`config.mk`:
```
export PLATFORM = sky130hd
export DESIGN_NAME = iis_accum
export DESIGN_NICKNAME = d
export VERILOG_FILES = /design/src/rtl/assert_macros.svh /design/src/rtl/iis_pkg.sv /design/src/rtl/iis_accum.sv
export SDC_FILE = /design/constraint.sdc
export NUM_CORES = 1
export LEC_CHECK = 0
export BUFFER_PORTS_ARGS = -buffer_cell sky130_fd_sc_hd__buf_2
export CORE_ASPECT_RATIO = 1.75
export CORE_UTILIZATION = 55
export CTS_CLUSTER_SIZE = 25
export DETAILED_ROUTE_END_ITERATION = 7
export PLACE_DENSITY = 0.81
export SLEW_MARGIN = 30
export SYNTH_ARGS = -nofsm -noshare
export SYNTH_HDL_FRONTEND = slang
export SYNTH_SLANG_ARGS = --single-unit
export TNS_END_PERCENT = 1
```
`constraint.sdc`:
```
create_clock -name clk -period 7.9 [get_ports clk]
set_input_delay 2.37 -clock clk [delete_from_list [all_inputs] [get_ports clk]]
set_output_delay 2.37 -clock clk [all_outputs]
set_load 0.1 [all_outputs]
```
`src/rtl/assert_macros.svh`:
```
// Assertion helpers for clocked checks with synchronous active-low reset.
`ifndef ASSERT_MACROS_SVH
`define ASSERT_MACROS_SVH

// Consequent must hold in the same cycle as the antecedent.
`define ASSERT_SAME(label, ante, cons) \
  label: assert property (@(posedge clk) disable iff (!rst_n) (ante) |-> (cons)) \
    else $error("assertion failed");

// Consequent must hold in the cycle after the antecedent.
`define ASSERT_NEXT(label, ante, cons) \
  label: assert property (@(posedge clk) disable iff (!rst_n) (ante) |=> (cons)) \
    else $error("assertion failed");

`endif

```
`src/rtl/iis_pkg.sv`:
```
package iis_pkg;

  localparam int MAX_WIDTH   = 1024;
  localparam int SUM_WIDTH   = 8;
  localparam int COL_W       = $clog2(MAX_WIDTH);
  localparam int ROW_W       = 12;
  localparam int WIDTH_W     = 11;
  localparam int HEIGHT_W    = 13;
  localparam int PIX_W       = 8;
  localparam int OUT_W       = 8;
  localparam int CFG_ADDR_W  = 1;
  localparam int CFG_DATA_W  = 13;
  localparam int HEIGHT_MAX  = 4096;
  localparam int WCMP_W      = (COL_W + 1 > WIDTH_W) ? COL_W + 1 : WIDTH_W;
  localparam int HCMP_W      = (ROW_W + 1 > HEIGHT_W) ? ROW_W + 1 : HEIGHT_W;

  localparam logic [CFG_ADDR_W-1:0] REG_FRAME_COLS = CFG_ADDR_W'(0);
  localparam logic [CFG_ADDR_W-1:0] REG_FRAME_ROWS = CFG_ADDR_W'(1);

  typedef logic [SUM_WIDTH-1:0] sum_t;

  typedef struct packed {
    logic [COL_W-1:0] col;
    logic             col_zero;
    logic             first_row;
    logic             row_end;
    logic             frame_end;
  } pos_t;

  typedef struct packed {
    logic             we;
    logic [COL_W-1:0] addr;
    sum_t             data;
  } store_wr_t;

endpackage

```
`src/rtl/iis_accum.sv`:
```
module iis_accum (
  input  logic                      clk,
  input  logic                      rst_n,
  input  logic                      take,
  input  logic [iis_pkg::PIX_W-1:0] pixel,
  input  iis_pkg::pos_t             pos,
  input  iis_pkg::sum_t             above_raw,
  input  logic                      out_tready,
  output logic                      s1_free,
  output iis_pkg::store_wr_t        wr,
  output logic                      out_tvalid,
  output logic [iis_pkg::OUT_W-1:0] out_value,
  output logic                      out_last
);
  import iis_pkg::*;

  logic                 s1_valid_r;
  logic [PIX_W-1:0]     pix_r;
  pos_t                 pos_r;
  sum_t                 acc_r, acc_nxt;
  sum_t                 value;
  logic                 advance;
  logic                 out_valid_r;
  logic [OUT_W-1:0]     out_value_r;
  logic                 out_last_r;

  assign advance = s1_valid_r && (!out_valid_r || out_tready);
  assign s1_free = !s1_valid_r || advance;

  always_comb begin
    sum_t row_sum;
    sum_t above;
    row_sum = pos_r.col_zero ? SUM_WIDTH'(pix_r) : acc_r + SUM_WIDTH'(pix_r);
    above   = pos_r.first_row ? '0 : above_raw;
    value   = row_sum + above;
    acc_nxt = acc_r;
    if (advance) begin
      acc_nxt = pos_r.row_end ? '0 : row_sum;
    end
    wr.we   = advance;
    wr.addr = pos_r.col;
    wr.data = value;
  end

  always_ff @(posedge clk) begin
    if (!rst_n) begin
      s1_valid_r  <= 1'b0;
      out_valid_r <= 1'b0;
      acc_r       <= '0;
    end else begin
      acc_r <= acc_nxt;
      if (take) begin
        s1_valid_r <= 1'b1;
      end else if (advance) begin
        s1_valid_r <= 1'b0;
      end
      if (advance) begin
        out_valid_r <= 1'b1;
      end else if (out_tready) begin
        out_valid_r <= 1'b0;
      end
    end
  end

  always_ff @(posedge clk) begin
    if (take) begin
      pix_r <= pixel;
      pos_r <= pos;
    end
    if (advance) begin
      out_value_r <= value[OUT_W-1:0];
      out_last_r  <= pos_r.frame_end;
    end
  end

  assign out_tvalid = out_valid_r;
  assign out_value  = out_value_r;
  assign out_last   = out_last_r;

endmodule

```
Word level (Yosys, flattened, before mapping)
Index checks and enable logic that the tools add are counted.
{"block": "word_totals", "reg_bits": 41, "input_bits": 34, "word_cells": 27}
{"block": "op_classes", "n_addsub": 2, "n_mux": 7, "n_reduce_logical": 7}
{"operator": "two-way mux 8 bit", "count": 3}
{"operator": "adder 8 bit", "count": 2}
{"operator": "two-way mux 1 bit", "count": 4}
{"operator": "nonzero test 2 bit", "count": 2}
{"operator": "zero test 1 bit", "count": 2}
{"operator": "logical OR 1 bit", "count": 2}
{"operator": "logical AND 1 bit", "count": 1}

Depth between registers and ports, before layout
{"block": "logic_depth", "ltp_word": 5, "mapped_depth": 12, "depth_no_buf": 12}

Worst setup path before layout
Ideal clock, no wire load.
{"block": "synth_timing", "path_type": "input port to output port", "start": "in above_raw[1]", "end": "out wr[7] (netlist bit)", "arrival_ns": 5.387, "required_time_ns": 5.530, "slack_ns": 0.143, "stages": 8, "cell_sequence": "and2b_1 ha_1 a211o_1 a21oi_1 a2111oi_4 nor4_1 a211oi_2 xnor2_1"}
{"item": "from (decl)", "line": "iis_accum.sv:7", "text": "input iis_pkg::sum_t above_raw,"}
{"item": "to (decl)", "line": "iis_accum.sv:10", "text": "output iis_pkg::store_wr_t wr,"}

==> impl_metrics.toml <==
[placed_design]
pre_cts_ws_ns = 0.749
dp_hpwl_um = 3230
placedCellCount = 292
port_buffers = 63
gp_congestion = 0.858

[clock_tree]
clk_pin_slew_ns = 0.08
clock-sinks = 41
htree_levels = 2
ctsResizeCount = 0
cts_buffers = 5
clk_latency_ns = 0.30
cts_tree = "done"
clock_path_buffers = 2
cts_hold_buf = 0
post_cts_buffers = 0
cts-root-buf = "clkbuf_8"

[setup_path]
crit_chain = "buf_2 -> and2b_1 -> ha_1 -> a211o_1 -> a21oi_1 -> a2111oi_4 -> nor4_1 -> a211oi_2 -> xnor2_1 -> buf_2"
rrSetupSlack_ns = 4.53
crit_end = "wr[7]"
critPathLaunch = "above_raw[1]"
start_kind = "input pin"
crit_arrival_ns = 4.75
cp_num_cells = 10
cp.required_ns = 5.53
r2r-start = "pix_r[1]"
crit_path_end_kind = "output pin"
worst-path-buf-inv = 2
reg2regPathDepth = 12
crit_type = "in -> out"
slowest_delay_ns = 0.45
r2r-end = "out_value[7]"
slowest_stage = "buf_2"
cp_max_fo = 3
cpMostUsedCell = "buf_2"
critPathTopFamily = "compound AO/OA/AOI/OAI gates"

[detailed_routing]
num_vias = 1658
wl_per_cell_um = 13.7
detail-route-antenna-nets = 0
totalWireLength_um = 4110
avgViaCountPerCell = 5.53
drt-initial-drc-count = 46
remaining_drc_errors = 0
drt-pass1-iter-count = 4

[global_route]
use_met2 = 0.365
grt_util_all_layers = 0.198
grt_max_degree = 24
grt-busiest-layer = "met2"
grtUsageMet3 = 0.0347
grt-ovfl-total = 0
met1_usage = 0.184
grt_first_pass_wirelength_um = 6350
antenna_found_initial = 0
first_global_vias = 1558

[finish]
nFillCells = 312
area_growth_pct = 16.9
drive_above_1_share = 0.345
instances_no_fill = 300
nNetsFinal = 300
antenna_cells = 0
final_cell_mix = "63 x buf_2, 31 x edfxtp_1, 17 x nor2_1"
final_common_cell = "buf_2"

[pwr]
ir_drop_uv = 204
p_per_area_nw_per_um2 = 268
leakagePower_nw = 1.15

[yosys]
ys_types = 54
synth_cells = 197
synth_seq_area_share = 0.492
synth-seq-cells = 41
yosysWarnings = 0
syn_nets = 246
synth-edff-count = 31
ys_async_sr_fraction = 0
synth_ff_type = "edfxtp_1"
synth_area_um2 = 2300
avgSynthCellArea_um2 = 11.7

[sta]
finalHoldViolCount = 0
worstMarginPinSlew_ns = 0.813
fin_tns_setup_ns = 0
setup_viol = 0
worst_slack_ns = 0.784
slew_violations = 0
rsz0062_at_grt = "false"
fin_crit_sh = 0.901
max_freq_mhz = 141
max-slew-margin-rel = 0.458
fin_skew_ns = 0.00569
finalCriticalPeriod_ns = 7.12

[floorplan]
initial_core_util = 0.584
die-height_um = 87.6
rows = 30
die_w_um = 50.9
coreArea_um2 = 3940
ioPinCount = 64
dieArea_um2 = 4460

[worst_hold_path]
hp-class = "reg -> reg"

[run_status]
status = "completed"

[job]
max_cap_violations = 0
==> flip-flops by register name (all words and copies together), names as in the netlist <==
name,count
wr,10
acc_r,8
out_value,8
pix_r,8
pos_r,4
out_last,1
out_tvalid,1
s1_valid_r,1
==> how the worst min path moves through the flow <==
stage / startpoint / endpoint / slack [ns] / cells after the start
3_5_place_dp: pos_r[0] / out_last / 0.41 / 0
2_1_floorplan: pos_r[0] / out_last / 0.40 / 0
3_3_place_gp: pos_r[0] / out_last / 0.40 / 0
4_1_cts: pos_r[0] / out_last / 0.43 / 0
5_1_grt: pos_r[0] / out_last / 0.44 / 0
6_report: pos_r[0] / out_last / 0.42 / 0
==> synth_stat cells (2+ instances only) <==
master	number	area [µm²]
a211oi_2	2	25.0
a21o_1	4	30.0
a21oi_1	12	60.1
a22oi_1	4	30.0
a31oi_1	3	18.8
and2b_1	6	45.0
buf_2	2	10.0
buf_4	11	82.6
clkbuf_1	3	11.3
dfxtp_1	10	200
edfxtp_1	31	931
fa_1	2	40.0
ha_1	13	163
inv_1	3	11.3
mux2_2	3	33.8
mux2i_1	2	20.0
nand2_1	11	41.3
nand2b_1	4	25.0
nand2b_2	2	17.5
nor2_1	17	63.8
nor2b_1	3	18.8
nor3_1	3	15.0
nor3b_1	4	30.0
o21ai_0	3	15.0
o21ai_1	2	10.0
xnor2_1	6	52.6
xor2_1	4	35.0
==> cell families after synthesis <==
kind of cell / count (synthesis) / share of synthesized area
DFF: 41 / 0.492
and+or+nand+nor: 58 / 0.140
AOI/OAI and AO/OA: 45 / 0.154
xor gates and xnor gates: 11 / 0.0451
buffers and inverters: 21 / 0.0533
muxes: 5 / 0.0234
adders and majority gates: 16 / 0.0930
==> where the power goes <==
| group | leakage [nW] | total (mW) | internal, mW | switching [mW] |
|---|---|---|---|---|
| registers | 0.381 | 0.264 | 0.253 | 0.0111 |
| clock network | 0.0585 | 0.175 | 0.103 | 0.0716 |
| logic | 0.707 | 0.281 | 0.0587 | 0.222 |
| total | 1.15 | 0.719 | 0.415 | 0.305 |
==> through the flow <==
| stage | cell area, µm² | hold WS [ns] | power [mW] | util |
|---|---|---|---|---|
| finish | 2690 | 0.423 | 0.719 | 0.682 |
| global route | 2690 | 0.436 | 0.742 | 0.682 |
| CTS | 2690 | 0.425 | 0.723 | 0.682 |
| detailed placement | 2570 | 0.406 | 0.550 | 0.653 |
| global placement | 2570 | 0.401 | 0.546 | 0.653 |
| floorplan | 2300 | 0.400 | 0.513 | - |
==> cell type report <==
cell class	count	area (µm²)	area share
Multi-Input combinational cell	135	1050	0.389
Clock inverter	1	30.0	0.0112
Clock buffer	7	86.3	0.0321
Inverter	5	18.8	0.00698
Sequential cell	41	1130	0.421
Timing Repair Buffer	63	315	0.117
Tap cell	48	60.1	0.0223
==> worst register-to-register path: stages (launching register included) <==
cell	delay, ns
edfxtp_1	0.45
ha_1	0.35
a21o_1	0.18
a21oi_1	0.20
xor2_1	0.16
o21ai_0	0.14
ha_1	0.40
o21a_1	0.17
a21oi_1	0.11
a2111oi_4	0.41
nor4_1	0.12
a211oi_2	0.32
xnor2_1	0.12
==> layer usage <==
metal | part of all wire | vias up
met5 | 0 | -
met2 | 0.54 | 59
met3 | 0.048 | 15
met1 | 0.36 | 756
li1 | - | 828
met4 | 0.053 | 0
Power figures use the tool's default switching activity.
