[src/rtl/assert_macros.svh]
// Assertion helpers for clocked checks with synchronous active-low reset.
`ifndef ASSERT_MACROS_SVH
`define ASSERT_MACROS_SVH

// Consequent must hold in the same cycle as the antecedent.
`define ASSERT_SAME(label, ante, cons) \
  label: assert property (@(posedge clk) disable iff (!rst_n) (ante) |-> (cons)) \
    else $error("assertion failed");

// Consequent must hold in the cycle after the antecedent.
`define ASSERT_NEXT(label, ante, cons) \
  label: assert property (@(posedge clk) disable iff (!rst_n) (ante) |=> (cons)) \
    else $error("assertion failed");

`endif

[src/rtl/iis_pkg.sv]
package iis_pkg;

  localparam int MAX_WIDTH   = 1024;
  localparam int SUM_WIDTH   = 8;
  localparam int COL_W       = $clog2(MAX_WIDTH);
  localparam int ROW_W       = 12;
  localparam int WIDTH_W     = 11;
  localparam int HEIGHT_W    = 13;
  localparam int PIX_W       = 8;
  localparam int OUT_W       = 8;
  localparam int CFG_ADDR_W  = 1;
  localparam int CFG_DATA_W  = 13;
  localparam int HEIGHT_MAX  = 4096;
  localparam int WCMP_W      = (COL_W + 1 > WIDTH_W) ? COL_W + 1 : WIDTH_W;
  localparam int HCMP_W      = (ROW_W + 1 > HEIGHT_W) ? ROW_W + 1 : HEIGHT_W;

  localparam logic [CFG_ADDR_W-1:0] REG_FRAME_COLS = CFG_ADDR_W'(0);
  localparam logic [CFG_ADDR_W-1:0] REG_FRAME_ROWS = CFG_ADDR_W'(1);

  typedef logic [SUM_WIDTH-1:0] sum_t;

  typedef struct packed {
    logic [COL_W-1:0] col;
    logic             col_zero;
    logic             first_row;
    logic             row_end;
    logic             frame_end;
  } pos_t;

  typedef struct packed {
    logic             we;
    logic [COL_W-1:0] addr;
    sum_t             data;
  } store_wr_t;

endpackage

[src/rtl/iis_ctrl.sv]
module iis_ctrl (
  input  logic                           clk,
  input  logic                           rst_n,
  input  logic                           cfg_we,
  input  logic [iis_pkg::CFG_ADDR_W-1:0] cfg_addr,
  input  logic [iis_pkg::CFG_DATA_W-1:0] cfg_wdata,
  input  logic                           take,
  output iis_pkg::pos_t                  pos
);
  import iis_pkg::*;

  logic [WIDTH_W-1:0]  frame_cols_r;
  logic [HEIGHT_W-1:0] frame_rows_r;
  logic [COL_W-1:0]    col_r, col_nxt;
  logic [ROW_W-1:0]    row_r, row_nxt;
  logic [WCMP_W-1:0]   width_act, width_ext, col_inc;
  logic [HCMP_W-1:0]   height_act, height_ext, row_inc;

  always_ff @(posedge clk) begin
    if (!rst_n) begin
      frame_cols_r <= WIDTH_W'(1024);
      frame_rows_r <= HEIGHT_W'(1024);
    end else if (cfg_we) begin
      case (cfg_addr)
        REG_FRAME_COLS: frame_cols_r <= cfg_wdata[WIDTH_W-1:0];
        REG_FRAME_ROWS: frame_rows_r <= cfg_wdata[HEIGHT_W-1:0];
        default: ;
      endcase
    end
  end

  always_comb begin
    width_ext = WCMP_W'(frame_cols_r);
    if (width_ext == '0) begin
      width_act = WCMP_W'(1);
    end else if (width_ext > WCMP_W'(MAX_WIDTH)) begin
      width_act = WCMP_W'(MAX_WIDTH);
    end else begin
      width_act = width_ext;
    end
    height_ext = HCMP_W'(frame_rows_r);
    if (height_ext == '0) begin
      height_act = HCMP_W'(1);
    end else if (height_ext > HCMP_W'(HEIGHT_MAX)) begin
      height_act = HCMP_W'(HEIGHT_MAX);
    end else begin
      height_act = height_ext;
    end
    col_inc = WCMP_W'(col_r) + WCMP_W'(1);
    row_inc = HCMP_W'(row_r) + HCMP_W'(1);

    pos.col       = col_r;
    pos.col_zero  = (col_r == '0);
    pos.first_row = (row_r == '0);
    pos.row_end   = (col_inc >= width_act);
    pos.frame_end = pos.row_end && (row_inc >= height_act);

    col_nxt = col_r;
    row_nxt = row_r;
    if (take) begin
      if (pos.row_end) begin
        col_nxt = '0;
        row_nxt = pos.frame_end ? '0 : row_inc[ROW_W-1:0];
      end else begin
        col_nxt = col_inc[COL_W-1:0];
      end
    end
  end

  always_ff @(posedge clk) begin
    if (!rst_n) begin
      col_r <= '0;
      row_r <= '0;
    end else begin
      col_r <= col_nxt;
      row_r <= row_nxt;
    end
  end

endmodule

[config.mk]
export PLATFORM = sky130hd
export DESIGN_NAME = iis_ctrl
export DESIGN_NICKNAME = d
export VERILOG_FILES = /design/src/rtl/assert_macros.svh /design/src/rtl/iis_pkg.sv /design/src/rtl/iis_ctrl.sv
export SDC_FILE = /design/constraint.sdc
export NUM_CORES = 1
export LEC_CHECK = 0
export BUFFER_PORTS_ARGS = -buffer_cell sky130_fd_sc_hd__buf_2
export CORE_MARGIN = 2
export CORE_UTILIZATION = 63
export DETAILED_ROUTE_END_ITERATION = 6
export HOLD_SLACK_MARGIN = 0.05
export PLACE_DENSITY = 0.89
export SLEW_MARGIN = 0
export SYNTH_ARGS = -nofsm -noshare
export SYNTH_HDL_FRONTEND = slang
export SYNTH_SLANG_ARGS = --single-unit
[constraint.sdc]
create_clock -name clk -period 4.24 [get_ports clk]
set_input_delay 0.212 -clock clk [delete_from_list [all_inputs] [get_ports clk]]
set_output_delay 0.212 -clock clk [all_outputs]
set_load 0.1 [all_outputs]
; ---- Yosys cells after proc, flatten, opt, wreduce, memory -nomap -nowiden
; Index checks and enable logic that the tools add are counted.
[op_classes]
n_mul = 0
n_mux = 6
addsub = 2
bitwise = 1
div_mod_pow = 0
n_lt_le_gt_ge = 4
eq_ne = 0
reduce_logical = 8
shift = 0
[op_table]
columns = operator, count
row1 = $mux 13, 2
row2 = $mux 11, 2
row3 = $add 12x1->13 const B, 1
row4 = $ge 13x13->1, 1
row5 = $gt 13x13->1 const B, 1
row6 = $logic_not 13->1, 1
row7 = $logic_not 12->1, 1
row8 = $mux 12, 1
row9 = $add 10x1->11 const B, 1
row10 = $ge 11x11->1, 1
row11 = $gt 11x11->1 const B, 1
row12 = $logic_not 11->1, 1
row13 = $logic_not 10->1, 1
row14 = $mux 10, 1
row15 = $reduce_and 2->1, 3
row16 = $logic_and 1x1->1, 1
row17 = $not 1->1, 1
[word_totals]
in_bits = 18
romBits = 0
ram_bits = 0
register_bits = 46
elab_cells = 25
out_inout_bits = 14
mem_count = 0
latchBits = 0

; ---- Logic depth before layout (Yosys ltp)
[logic_depth]
depth_word = 6
mapped_depth = 13
mapped_depth_nobuf = 12

; ---- Worst setup path before layout
; No wires, ideal clock.
[synth_path]
path_kind = reg2out
from = register col_r[0]
to = output port pos[0] (netlist name)
required_time_ns = 4.028
setup_slack_ns = -0.242
stages_incl_launch_ff = 13
t_arrival_ns = 4.270
path_buffers = 1
cell_sequence = dfxtp_1 -> ha_1 -> nand3_1 -> nor2_1 -> nand4_1 -> xnor2_1 -> ha_1 -> a21oi_1 -> o21ai_0 -> a31o_2 -> nor2_1 -> buf_2 -> nor2_1
[synth_lines]
columns = element, line
row1 = "start, declared", iis_ctrl.sv:14  ; logic [COL_W-1:0] col_r, col_nxt;
row2 = "start signal, assigned", iis_ctrl.sv:75  ; col_r <= col_nxt;
row3 = "end, declared", iis_ctrl.sv:8  ; output iis_pkg::pos_t pos

==> impl_metrics.json <==
{
  "status": "complete, no violations",
  "rr_worst_depth": 12,
  "start_kind": "flip-flop",
  "grt_pass1_wl_um": 11150,
  "ys_types": 46,
  "syn_avg_cell_area_um2": 7.475,
  "slew_headroom_pct": 53.09,
  "final_max_slew_viol_count": 0,
  "cap_violations": 0,
  "core_area_mm2": 0.004384,
  "synthCells": 388,
  "ctsHoldBuffers": 0,
  "worstPathRequired_ns": 4.03,
  "routed_via_density": 5.924,
  "layout_commonest_cell": "nand2_1",
  "synth_top_cell_area_share_pct": 31.75,
  "multi_input_area_mm2": 0.001854,
  "antenna_found_initial": 0,
  "cts_root_buf": "clkbuf_8",
  "yosysTopAreaCell": "dfxtp_1",
  "cts.repair.resized": 0,
  "end_kind": "output pin",
  "critPathLaunch": "col_r[0]",
  "seq_area_um2": 920.9,
  "syn-num-nets": 434,
  "grt_remaining_overflow": 0,
  "globalplace.congestion": 0.9676,
  "ys_warn_count": 0,
  "worstSkewPairLatency_ns": 0.30,
  "numCtsBuffers": 5,
  "fillers": 371,
  "wl_um": 6599,
  "fin_crit_ns": 3.396,
  "post_dp_cell_area_mm2": 0.003059,
  "p_total_uw": 904.3,
  "fp.dieH_um": 71.85,
  "worstSetupPathType": "reg -> out",
  "hold_depth": 3,
  "areaGrowthSynthToFinish_pct": 8.758,
  "cts_tree": "done",
  "via_count": 2725,
  "async_flop_share_pct": 0,
  "drc": 0,
  "layout.nets": 453,
  "io_buffers": 31,
  "grt_max_degree": 35,
  "fin_setup_tns_ns": 0,
  "dr.pass1.iters": 5,
  "finalCritPeriodShare_pct": 80.09,
  "final_cell_mix": "nand2_1 (112), dfxtp_1 (46), a21oi_1 (39)",
  "die-area_mm2": 0.005162,
  "final-setup-viol-count": 0,
  "rr_startpoint": "col_r[0]",
  "initial_core_util_pct": 66.15,
  "worstPathMaxFanout": 14,
  "final_area_mm2": 0.003154,
  "cts_max_level": 2,
  "worst_pin_slew_ns": 0.7037,
  "drive_gt1_share_pct": 14.71,
  "drt_iter0_markers": 292,
  "ys.flop_type": "dfxtp_1",
  "clock_skew_ns": 0.006268,
  "cts_setup_buffers": 0,
  "ir_drop_v": 0.0002200,
  "hold_class": "in -> reg",
  "groute.usage.overall_pct": 27.27,
  "fmax_ghz": 0.2945,
  "yosysSeqAreaShare_pct": 31.75,
  "worst_slack_ns": 0.8444,
  "die_w_um": 71.85,
  "hpwl_um": 4962,
  "grt_pass1_vias": 2471,
  "insertedDiodeCount": 0,
  "ant_nets": 0,
  "ys_seq_elements": 46,
  "clkTransAtPathRegs_ns": 0.08,
  "cellLeakagePower_uw": 0.001313,
  "synth_area_leaders": "dfxtp_1 (32%), nand2_1 (14%), ha_1 (12%)",
  "cts.sinks": 46,
  "p_per_area_mw_per_mm2": 286.7,
  "timing_hold_violations_final": 0,
  "rsz0062_at_grt": "false",
  "placementRows": 24,
  "wl_per_cell_um": 14.35,
  "pin_count": 32,
  "synth_area_mm2": 0.002900,
  "dp_slack_ns": 1.070,
  "crit_arrival_ns": 3.18,
  "hold_start": "cfg_wdata[11]",
  "clockBufferDepth": 2,
  "synth_edf_count": 0
}
per-layer routing:
layer | GRT usage [%] | routed length, um | vias up
met4 | 7.757 | 67 | 0
met1 | 38.52 | 3156 | 1239
met3 | 3.938 | 375 | 6
met2 | 43.52 | 3001 | 97
li1 | - | - | 1383
met5 | 0 | 0 | -
power by group:
part           switching (uW)  internal [uW]  total [uW]
Sequential               12.1            445         457
Clock                     153            131         284
Combinational             116           47.3         163
metrics by stage:
stage / hold WS [ns] / instances / util [%]
finish: 0.1428 / 460 / 71.95
global route: 0.1441 / 460 / 71.95
CTS: 0.1402 / 460 / 71.95
detailed placement: 0.4589 / 452 / 69.78
global placement: 0.4538 / 452 / 69.78
floorplan: 0.3360 / 388 / -
cell type report:
class / instances / area share [%]
Multi-Input combinational cell: 308 / 58.79
Sequential cell: 46 / 29.19
Timing Repair Buffer: 33 / 5.395
Clock buffer: 6 / 2.618
Tap cell: 52 / 2.063
Inverter: 13 / 1.547
Clock inverter: 2 / 0.3967
worst max-delay path: stages (launching register included):
cell	delay (ns)
dfxtp_1	0.43
ha_1	0.27
nand3_1	0.18
nor2_1	0.21
nand2_1	0.09
xnor2_1	0.18
ha_1	0.34
nand2_1	0.06
o21ai_0	0.13
and2_1	0.21
nor2_1	0.06
buf_4	0.18
nor2_2	0.11
buf_2	0.43
kinds of logic (layout without fill, tap and decap cells):
family,Yosys count,count (layout),synth area share [%]
AO/OA/AOI/OAI,72,72,16.61
XOR/XNOR,14,14,4.228
adder cells (fa/ha/maj),28,28,12.08
buffers and inverters,34,54,4.615
flip-flops,46,46,31.75
AND/OR/NAND/NOR,194,194,30.72
state kept, by name (all words and copies together) (netlist names):
| name | count |
|---|---|
| frame_rows_r | 13 |
| row_r | 12 |
| frame_cols_r | 11 |
| col_r | 10 |
worst paths after layout:
path / end / slack, ns
setup / recovery: pos[0] / 0.84
hold / removal: frame_rows_r[11] / 0.14
setup reg to reg: row_r[1] / 0.97
hold reg to reg: frame_rows_r[0] / 0.47
synthesized netlist by cell type, types with 2 or more instances:
cell type / number
nand3b_1: 4
nand3_1: 24
or2_2: 3
xor2_1: 6
nand4_1: 6
o21ai_1: 3
nor4_1: 9
nand2_1: 112
and2_1: 2
ha_1: 28
o21ai_0: 5
and3_1: 4
o22ai_1: 4
xnor2_1: 8
nor2_1: 13
inv_1: 12
nand2b_1: 3
nor2b_1: 2
dfxtp_1: 46
clkbuf_1: 15
o221ai_2: 5
nor3_1: 4
buf_2: 5
a31oi_1: 4
a21oi_1: 39
a21o_1: 2
(Power assumes the default switching activity.)
